===== src/hdl/aie_pkg.sv =====
// ----------------------------------------------------------------------------
// aie_pkg
// Shared types and constants for the arithmetic interval encoder.
// ----------------------------------------------------------------------------
`default_nettype none

package aie_pkg;

  localparam int RANGE_BITS = 32;
  localparam int LOW_W      = RANGE_BITS;
  localparam int HIGH_W     = RANGE_BITS + 1;
  localparam int CUM_LO_W   = 30;
  localparam int CUM_W      = 31;
  localparam int FOLLOW_W   = 32;
  localparam int QUOT_W     = RANGE_BITS + 1;
  localparam int PROD_W     = RANGE_BITS + CUM_W;
  localparam int STEP_W     = $clog2(RANGE_BITS + 1);
  localparam int DCNT_W     = $clog2(QUOT_W + 1);

  localparam logic [HIGH_W-1:0] FULL    = HIGH_W'(1) << RANGE_BITS;
  localparam logic [HIGH_W-1:0] HALF    = HIGH_W'(1) << (RANGE_BITS - 1);
  localparam logic [HIGH_W-1:0] QUARTER = HIGH_W'(1) << (RANGE_BITS - 2);
  localparam logic [HIGH_W-1:0] THREE_Q = HALF + QUARTER;

  localparam logic OP_ENCODE = 1'b0;
  localparam logic OP_FINISH = 1'b1;

  typedef struct packed {
    logic                opcode;
    logic [CUM_LO_W-1:0] cum_low;
    logic [CUM_W-1:0]    cum_high;
    logic [CUM_W-1:0]    total;
  } in_t;

  typedef struct packed {
    logic                bit_res;
    logic [FOLLOW_W-1:0] follow_count;
    logic                last;
  } out_t;

  typedef enum logic [1:0] {
    RULE_NONE,
    RULE_LOW,
    RULE_HIGH,
    RULE_MID
  } rule_e;

  typedef enum logic [2:0] {
    ST_IDLE,
    ST_MUL_HI,
    ST_DIV_HI,
    ST_MUL_LO,
    ST_DIV_LO,
    ST_RENORM,
    ST_FINISH
  } state_e;

  typedef struct packed {
    logic load;
    logic mul_start;
    logic sel_lo;
    logic div_step;
    logic store_hi;
    logic update;
    logic renorm;
    logic flush;
    logic finish;
  } cmd_t;

  typedef struct packed {
    logic  div_done;
    rule_e rule;
    logic  stg_valid;
    logic  out_free;
  } sts_t;

endpackage

`default_nettype wire


===== src/hdl/aie_ctrl.sv =====
// ----------------------------------------------------------------------------
// aie_ctrl
// Sequencer for narrowing, division, renormalization and finish of one item.
// ----------------------------------------------------------------------------
`default_nettype none

module aie_ctrl import aie_pkg::*; (
  input  wire logic clk_i,
  input  wire logic rst_ni,
  input  wire logic in_valid_i,
  input  wire logic opcode_i,
  output logic      in_ready_o,
  input  sts_t      sts_i,
  output cmd_t      cmd_o
);

  state_e state_q, state_d;

  always_ff @(posedge clk_i or negedge rst_ni) begin
    if (!rst_ni) begin
      state_q <= ST_IDLE;
    end else begin
      state_q <= state_d;
    end
  end

  always_comb begin
    state_d = state_q;
    unique case (state_q)
      ST_IDLE: begin
        if (in_valid_i) begin
          state_d = (opcode_i == OP_FINISH) ? ST_FINISH : ST_MUL_HI;
        end
      end
      ST_MUL_HI: state_d = ST_DIV_HI;
      ST_DIV_HI: if (sts_i.div_done) state_d = ST_MUL_LO;
      ST_MUL_LO: state_d = ST_DIV_LO;
      ST_DIV_LO: if (sts_i.div_done) state_d = ST_RENORM;
      ST_RENORM: begin
        if (sts_i.rule == RULE_NONE) begin
          if (!sts_i.stg_valid || sts_i.out_free) state_d = ST_IDLE;
        end
      end
      ST_FINISH: if (sts_i.out_free) state_d = ST_IDLE;
      default:   state_d = ST_IDLE;
    endcase
  end

  always_comb begin
    cmd_o      = '0;
    in_ready_o = 1'b0;
    unique case (state_q)
      ST_IDLE: begin
        in_ready_o = 1'b1;
        cmd_o.load = in_valid_i;
      end
      ST_MUL_HI: cmd_o.mul_start = 1'b1;
      ST_DIV_HI: begin
        cmd_o.div_step = !sts_i.div_done;
        cmd_o.store_hi = sts_i.div_done;
      end
      ST_MUL_LO: begin
        cmd_o.mul_start = 1'b1;
        cmd_o.sel_lo    = 1'b1;
      end
      ST_DIV_LO: begin
        cmd_o.div_step = !sts_i.div_done;
        cmd_o.update   = sts_i.div_done;
      end
      ST_RENORM: begin
        unique case (sts_i.rule) inside
          RULE_NONE: cmd_o.flush = sts_i.stg_valid && sts_i.out_free;
          RULE_MID:  cmd_o.renorm = 1'b1;
          // a new emission pushes the staged one out; wait for room
          RULE_LOW, RULE_HIGH: cmd_o.renorm = !sts_i.stg_valid || sts_i.out_free;
          default:   cmd_o.renorm = 1'b0;
        endcase
      end
      ST_FINISH: cmd_o.finish = sts_i.out_free;
      default: ;
    endcase
  end

endmodule

`default_nettype wire


===== src/hdl/aie_datapath.sv =====
// ----------------------------------------------------------------------------
// aie_datapath
// Interval registers, multiplier, radix-2 divider, renorm logic, output beat.
// ----------------------------------------------------------------------------
`default_nettype none

module aie_datapath import aie_pkg::*; (
  input  wire logic clk_i,
  input  wire logic rst_ni,
  input  in_t       in_i,
  input  cmd_t      cmd_i,
  output sts_t      sts_o,
  output logic      out_valid_o,
  input  wire logic out_ready_i,
  output out_t      out_o
);

  logic [LOW_W-1:0]    low_q, low_d;
  logic [HIGH_W-1:0]   high_q, high_d;
  logic [FOLLOW_W-1:0] pend_q, pend_d;
  logic [HIGH_W-1:0]   nh_q, nh_d;
  logic [CUM_W-1:0]    tot_q, tot_d, ch_q, ch_d;
  logic [CUM_LO_W-1:0] cl_q, cl_d;
  logic [CUM_W-1:0]    rem_q, rem_d;
  logic [QUOT_W-1:0]   dq_q, dq_d;
  logic [DCNT_W-1:0]   dcnt_q, dcnt_d;
  logic [STEP_W-1:0]   steps_q, steps_d;
  logic                stg_valid_q, stg_valid_d, stg_bit_q, stg_bit_d;
  logic [FOLLOW_W-1:0] stg_follow_q, stg_follow_d;
  logic                out_valid_q, out_valid_d;
  out_t                out_q, out_d;

  logic [CUM_W-1:0]    tot_s, ch_a, ch_s, cl_ext;
  logic [HIGH_W-1:0]   width;
  logic [CUM_W-1:0]    mul_op;
  logic [63:0]         prod;
  logic [CUM_W:0]      r2, r2_sub;
  logic                ge;
  rule_e               rule;
  logic                out_free, fin_c;
  logic [FOLLOW_W-1:0] pend_inc;

  // operand cleanup for malformed frequencies
  always_comb begin
    tot_s  = (in_i.total == '0) ? CUM_W'(1) : in_i.total;
    ch_a   = (in_i.cum_high > tot_s) ? tot_s : in_i.cum_high;
    ch_s   = (ch_a == '0) ? CUM_W'(1) : ch_a;
    cl_ext = {1'b0, in_i.cum_low};
    if (cl_ext >= ch_s) cl_ext = ch_s - CUM_W'(1);
  end

  assign width  = high_q - {1'b0, low_q};
  assign mul_op = cmd_i.sel_lo ? {1'b0, cl_q} : ch_q;
  assign prod   = 64'(width) * 64'(mul_op);

  assign r2     = {rem_q, dq_q[QUOT_W-1]};
  assign r2_sub = r2 - {1'b0, tot_q};
  assign ge     = r2 >= {1'b0, tot_q};

  always_comb begin
    if (steps_q == STEP_W'(RANGE_BITS))                           rule = RULE_NONE;
    else if (high_q <= HALF)                                      rule = RULE_LOW;
    else if ({1'b0, low_q} >= HALF)                               rule = RULE_HIGH;
    else if ({1'b0, low_q} >= QUARTER && high_q <= THREE_Q)       rule = RULE_MID;
    else                                                          rule = RULE_NONE;
  end

  assign out_free = !out_valid_q || out_ready_i;
  assign pend_inc = (pend_q == '1) ? pend_q : pend_q + FOLLOW_W'(1);
  assign fin_c    = ({1'b0, low_q} <= QUARTER) && (high_q >= HALF);

  always_comb begin
    low_d        = low_q;
    high_d       = high_q;
    pend_d       = pend_q;
    nh_d         = nh_q;
    tot_d        = tot_q;
    ch_d         = ch_q;
    cl_d         = cl_q;
    rem_d        = rem_q;
    dq_d         = dq_q;
    dcnt_d       = dcnt_q;
    steps_d      = steps_q;
    stg_valid_d  = stg_valid_q;
    stg_bit_d    = stg_bit_q;
    stg_follow_d = stg_follow_q;
    out_d        = out_q;
    out_valid_d  = out_valid_q && !out_ready_i;

    if (cmd_i.load) begin
      tot_d = tot_s;
      ch_d  = ch_s;
      cl_d  = cl_ext[CUM_LO_W-1:0];
    end
    if (cmd_i.mul_start) begin
      rem_d  = CUM_W'(prod[PROD_W-1:QUOT_W]);
      dq_d   = prod[QUOT_W-1:0];
      dcnt_d = '0;
    end
    if (cmd_i.div_step) begin
      rem_d  = ge ? r2_sub[CUM_W-1:0] : r2[CUM_W-1:0];
      dq_d   = {dq_q[QUOT_W-2:0], ge};
      dcnt_d = dcnt_q + DCNT_W'(1);
    end
    if (cmd_i.store_hi) nh_d = {1'b0, low_q} + dq_q;
    if (cmd_i.update) begin
      high_d  = nh_q;
      low_d   = low_q + dq_q[LOW_W-1:0];
      steps_d = '0;
    end
    if (cmd_i.renorm) begin
      steps_d = steps_q + STEP_W'(1);
      unique case (rule)
        RULE_LOW: begin
          low_d  = {low_q[LOW_W-2:0], 1'b0};
          high_d = {high_q[HIGH_W-2:0], 1'b0};
        end
        RULE_HIGH: begin
          low_d  = {low_q[LOW_W-2:0], 1'b0};
          high_d = {high_q[HIGH_W-2:0] - HALF[HIGH_W-2:0], 1'b0};
        end
        RULE_MID: begin
          low_d  = {low_q[LOW_W-2:0] - QUARTER[LOW_W-2:0], 1'b0};
          high_d = {high_q[HIGH_W-2:0] - QUARTER[HIGH_W-2:0], 1'b0};
          pend_d = pend_inc;
        end
        default: ;
      endcase
      if (rule == RULE_LOW || rule == RULE_HIGH) begin
        // stage this emission; release the previous one as a non-final beat
        if (stg_valid_q) begin
          out_d       = '{bit_res: stg_bit_q, follow_count: stg_follow_q, last: 1'b0};
          out_valid_d = 1'b1;
        end
        stg_valid_d  = 1'b1;
        stg_bit_d    = (rule == RULE_HIGH);
        stg_follow_d = pend_q;
        pend_d       = '0;
      end
    end
    if (cmd_i.flush) begin
      out_d       = '{bit_res: stg_bit_q, follow_count: stg_follow_q, last: 1'b1};
      out_valid_d = 1'b1;
      stg_valid_d = 1'b0;
    end
    if (cmd_i.finish) begin
      out_d       = '{bit_res: !fin_c, follow_count: pend_inc, last: 1'b1};
      out_valid_d = 1'b1;
      low_d       = '0;
      high_d      = FULL;
      pend_d      = '0;
    end
  end

  always_ff @(posedge clk_i or negedge rst_ni) begin
    if (!rst_ni) begin
      low_q       <= '0;
      high_q      <= FULL;
      pend_q      <= '0;
      stg_valid_q <= 1'b0;
      out_valid_q <= 1'b0;
      dcnt_q      <= '0;
      steps_q     <= '0;
    end else begin
      low_q       <= low_d;
      high_q      <= high_d;
      pend_q      <= pend_d;
      stg_valid_q <= stg_valid_d;
      out_valid_q <= out_valid_d;
      dcnt_q      <= dcnt_d;
      steps_q     <= steps_d;
    end
  end

  always_ff @(posedge clk_i) begin
    nh_q         <= nh_d;
    tot_q        <= tot_d;
    ch_q         <= ch_d;
    cl_q         <= cl_d;
    rem_q        <= rem_d;
    dq_q         <= dq_d;
    stg_bit_q    <= stg_bit_d;
    stg_follow_q <= stg_follow_d;
    out_q        <= out_d;
  end

  assign sts_o = '{div_done: (dcnt_q == DCNT_W'(QUOT_W)), rule: rule,
                   stg_valid: stg_valid_q, out_free: out_free};
  assign out_valid_o = out_valid_q;
  assign out_o       = out_q;

endmodule

`default_nettype wire


===== src/hdl/arithmetic_interval_encoder.sv =====
// ----------------------------------------------------------------------------
// arithmetic_interval_encoder
// Binary arithmetic coder core with underflow bit counting.
// ----------------------------------------------------------------------------
//  channel | handshake            | payload
//  --------+----------------------+------------------------------------------
//  in      | in_valid_i/in_ready_o   | in_i  : opcode, cum_low, cum_high, total
//  out     | out_valid_o/out_ready_i | out_o : bit_res, follow_count, last
//
// An encode item takes a load, two multiply-and-divide passes of a multiply,
// the divide and a result write (one quotient bit per cycle in the shared divider),
// then up to 32 renormalization steps and a closing step. A finish item
// waits for a free output register. Each beat is held one step in a staging
// register so the final one can carry last; a full output register stalls
// the renormalization steps that emit a bit. Reset puts the interval at
// [0, 2^32) with no pending bits.
// ----------------------------------------------------------------------------
`default_nettype none

module arithmetic_interval_encoder import aie_pkg::*; (
  input  wire logic clk_i,
  input  wire logic rst_ni,
  input  wire logic in_valid_i,
  output logic      in_ready_o,
  input  in_t       in_i,
  output logic      out_valid_o,
  input  wire logic out_ready_i,
  output out_t      out_o
);

  cmd_t cmd;
  sts_t sts;

  aie_ctrl u_ctrl (
    .clk_i      (clk_i),
    .rst_ni     (rst_ni),
    .in_valid_i (in_valid_i),
    .opcode_i   (in_i.opcode),
    .in_ready_o (in_ready_o),
    .sts_i      (sts),
    .cmd_o      (cmd)
  );

  aie_datapath u_dp (
    .clk_i       (clk_i),
    .rst_ni      (rst_ni),
    .in_i        (in_i),
    .cmd_i       (cmd),
    .sts_o       (sts),
    .out_valid_o (out_valid_o),
    .out_ready_i (out_ready_i),
    .out_o       (out_o)
  );

endmodule

`default_nettype wire

===== config.mk =====
export PLATFORM = sky130hd
export DESIGN_NAME = arithmetic_interval_encoder
export DESIGN_NICKNAME = d
export VERILOG_FILES = /design/src/hdl/aie_pkg.sv /design/src/hdl/aie_ctrl.sv /design/src/hdl/aie_datapath.sv /design/src/hdl/arithmetic_interval_encoder.sv
export SDC_FILE = /design/constraint.sdc
export NUM_CORES = 2
export LEC_CHECK = 0
export CORE_MARGIN = 2
export CORE_UTILIZATION = 60
export CTS_CLUSTER_SIZE = 10
export DETAILED_ROUTE_END_ITERATION = 6
export DONT_BUFFER_PORTS = 1
export PLACE_DENSITY = 0.8
export SYNTH_ARGS = -nofsm -noshare
export SYNTH_HDL_FRONTEND = slang
export SYNTH_SLANG_ARGS = --single-unit

===== constraint.sdc =====
create_clock -name clk_i -period 9.2 [get_ports clk_i]
set_input_delay 2.3 -clock clk_i [delete_from_list [all_inputs] [get_ports clk_i]]
set_output_delay 2.3 -clock clk_i [all_outputs]
set_load 0.02 [all_outputs]

==> impl_results.md <==
- M1 GR Usage: 45.1%
- Failing checks: design-rule violations, negative setup slack
- Layout cell share with drive strength beyond 1: 16.8%
- Syn_nets: 7444
- IO Port Bufs: 0
- Met3 Usage GRT: 9.06%
- Post-route DRC: 8
- Number of nets with antenna violations after routing: 0
- Initial antenna violation count: 4
- Final non-filler cell total: 7624
- First-pass GRT wire length: 278 mm
- Most frequent cell after synthesis: inv_1
- Endpoints failing setup: 35
- Unrepaired setup endpoints after global routing: yes
- CTS tree: yes
- Vias in the first global route: 48521
- Yosys cell types: 87
- Core ar.: 91500 um2
- Peak supply drop: 0.206 mV
- Pwr dens: 131 nW/um2
- Max-cap viol count: 0
- H-tree levels: 2
- Chip Height: 308 um
- CP peak stage delay: 0.58 ns
- CP most frequent cell: fa_1
- WL final: 185 mm
- Critical path fanouts, max: 4
- Overall Power: 8.39 mW
- Drt initial violations: 4940
- Sequential cell area fraction in the yosys report: 19.0%
- Synth Cell Area: 55400 um2
- Clock tree sinks: 370
- Peak Freq: 100 MHz
- Status: finished, violations left
- Tot GR Track Use: 39.1%
- Synth Flop Type: edfxtp_1
- Die W: 308 um
- Crit share post-route: 108%
- Yosys top cell by area: fa_1
- Final Hold Viols: 0
- WP data required: 9.52 ns
- Initial Util: 60.5%
- Wire per inst: 24.2 um
- Final #Nets: 7813
- Cells after Synth: 6030
- DR pass1 iterations: 7
- Clock tree buffer depth: 3
- Total gr overflow: 0
- #FFs+latches synth: 370
- Crit end category: register
- Largest net degree at the start of global routing: 115
- Number of synthesized flops with an enable pin: 255
- Slowest CP cell: fa_1
- Routability congestion estimate: 1.02
- Routed vias: 46737
- Tmin final: 9.96 ns
- Cell Rows: 111
- Slew Limit Fails: 0
- Synth cell count leaders: inv_1 (1046), fa_1 (897), nand2_1 (748)
- Critical Path AT: 10.27 ns
- Most used routing layer: met2
- Dominant cells by area after synthesis: fa_1 (32%), edfxtp_1 (14%), ha_1 (9.5%), inv_1 (7.1%), dfrtp_1 (5.1%)
- Die area: 94700 um2
- Clk slew on worst S/H paths: 0.06 ns
- Worst setup SP type: register
- Num CTS Buffers: 45
- Placed cell count: 7455
- Synth top area share: 32.4%
- Yosys warns: 0
- Post-synth ARST share: 30.8%
- M2 GR Usage: 63.9%
- Worst-skew pair later-pin latency: 0.61 ns
- Min setup slack post-route: -0.756 ns
- Root Buffer Master: clkbuf_16
- HP Class: reg2reg
- Worst clock skew: 0.0323 ns
- Critical path type: reg2reg
- Vias/cell: 6.13
- Leakage power: 30.3 nW
- Synth-to-layout area growth: 16.1%
- Avg Inst Size Synth: 9.18 um2
- HPWL after detailed placement: 145 mm
- Max_slew headroom: 34.8%
- I/O pin count: 133
- Slew @ Worst Pin: 0.970 ns
- Hold_ws: 0.500 ns
==> final timing paths <==
kind                       cells past startpoint  slack [ns]               to      startpoint
hold reg to reg                                2        0.50  u_dp.high_q[29]   u_dp.nh_q[29]
setup reg to reg                              43       -0.76   u_dp.rem_q[23]  u_dp.high_q[0]
setup / recovery                              43       -0.76   u_dp.rem_q[23]  u_dp.high_q[0]
min in group asynchronous                      0        1.40  u_dp.high_q[13]          rst_ni
hold / removal                                 2        0.50  u_dp.high_q[29]   u_dp.nh_q[29]
max in group asynchronous                      0        7.47  u_dp.high_q[32]          rst_ni
==> worst max-delay path: cells and delay by family, from the launching register on <==
family,cells,cell delay [ns]
AO/OA/AOI/OAI,14,2.58
XOR/XNOR,2,0.36
adder cells (fa/ha/maj),11,4.76
buffers and inverters,11,1.13
flip-flops,1,0.40
AND/OR/NAND/NOR,5,0.42
==> repair_timing <==
item / 4_1_cts / 5_1_grt
gates resized for setup: 187 / 175
gates cloned: 0 / 1
pin swaps: 116 / 135
buffers inserted: 37 / 52
hold endpoints to repair: 0 / 0
setup endpoints to repair: 35 / 41
hold buffers: 0 / 0
==> power by group <==
group	total, mW	internal (mW)	switching [mW]
clock network	1.71	0.984	0.729
logic	4.14	1.41	2.73
registers	2.54	2.27	0.264
==> state kept, by name, indices dropped and copies added (netlist names), 32 cells and up <==
| signal | flops |
|---|---|
| u_dp.stg_follow_q | 32 |
| u_dp.dq_q | 33 |
| u_dp.out_o | 34 |
| u_dp.pend_q | 32 |
| u_dp.high_q | 33 |
| u_dp.low_q | 32 |
| u_dp.nh_q | 33 |
==> metal layers <==
layer	vias up	part of all wire (%)
met4	2	9.2
met3	864	10
li1	20014	-
met5	-	0.0043
met1	23096	34
met2	2761	47
==> cell families (layout without fill, tap and decap cells) <==
family / count (synthesis) / in the layout / share of synthesized area [%]
flip-flops: 370 / 370 / 19.0
AND/OR/NAND/NOR: 1807 / 1807 / 13.9
other: 0 / 6 / 0
AO/OA/AOI/OAI: 836 / 836 / 9.69
multiplexers: 148 / 148 / 2.82
buffers and inverters: 1334 / 1736 / 9.15
adder cells (fa/ha/maj): 1317 / 1317 / 41.9
XOR/XNOR: 218 / 218 / 3.48
==> final cells by class <==
type	instances	area (um2)
inverter	1046	3930
clock buffer	73	1280
sequential	370	10500
timing repair buffer	610	5260
multi-input combinational	4326	41600
clock inverter	7	114
antenna	6	15.0
tap	1186	1480
fill	6613	27300
==> through the flow <==
step                      instance area, um2  setup slack (ns)  utilization [%]  TNS (ns)
after floorplan                        55700           -0.0682                -    -0.131
after global placement                 60600            -0.565             66.2     -9.79
after detailed placement               60600            -0.708             66.2    -14.77
after CTS                              63200            -0.404             69.0     -5.86
after global routing                   64200            -0.990             70.2    -25.08
final                                  64300            -0.756             70.2    -17.01
==> cell usage in the layout (no fill, tap or decap), drive strengths merged, types with 34 or more instances in the layout <==
cell type  synthesis  layout
a21o              91      91
a21oi            226     226
a22oi             34      34
buf               43     609
clkbuf           245      74
dfrtp            113     113
edfxtp           255     255
fa               897     897
ha               420     420
inv             1046    1047
mux2              63      63
mux2i             85      85
nand2            748     748
nand2b            49      49
nand3             52      52
nand4             47      47
nor2             684     684
nor2b             34      34
nor3              46      46
o21ai            226     226
xnor2            142     142
xor2              76      76
No activity file was read; power rests on OpenSTA's default activity.
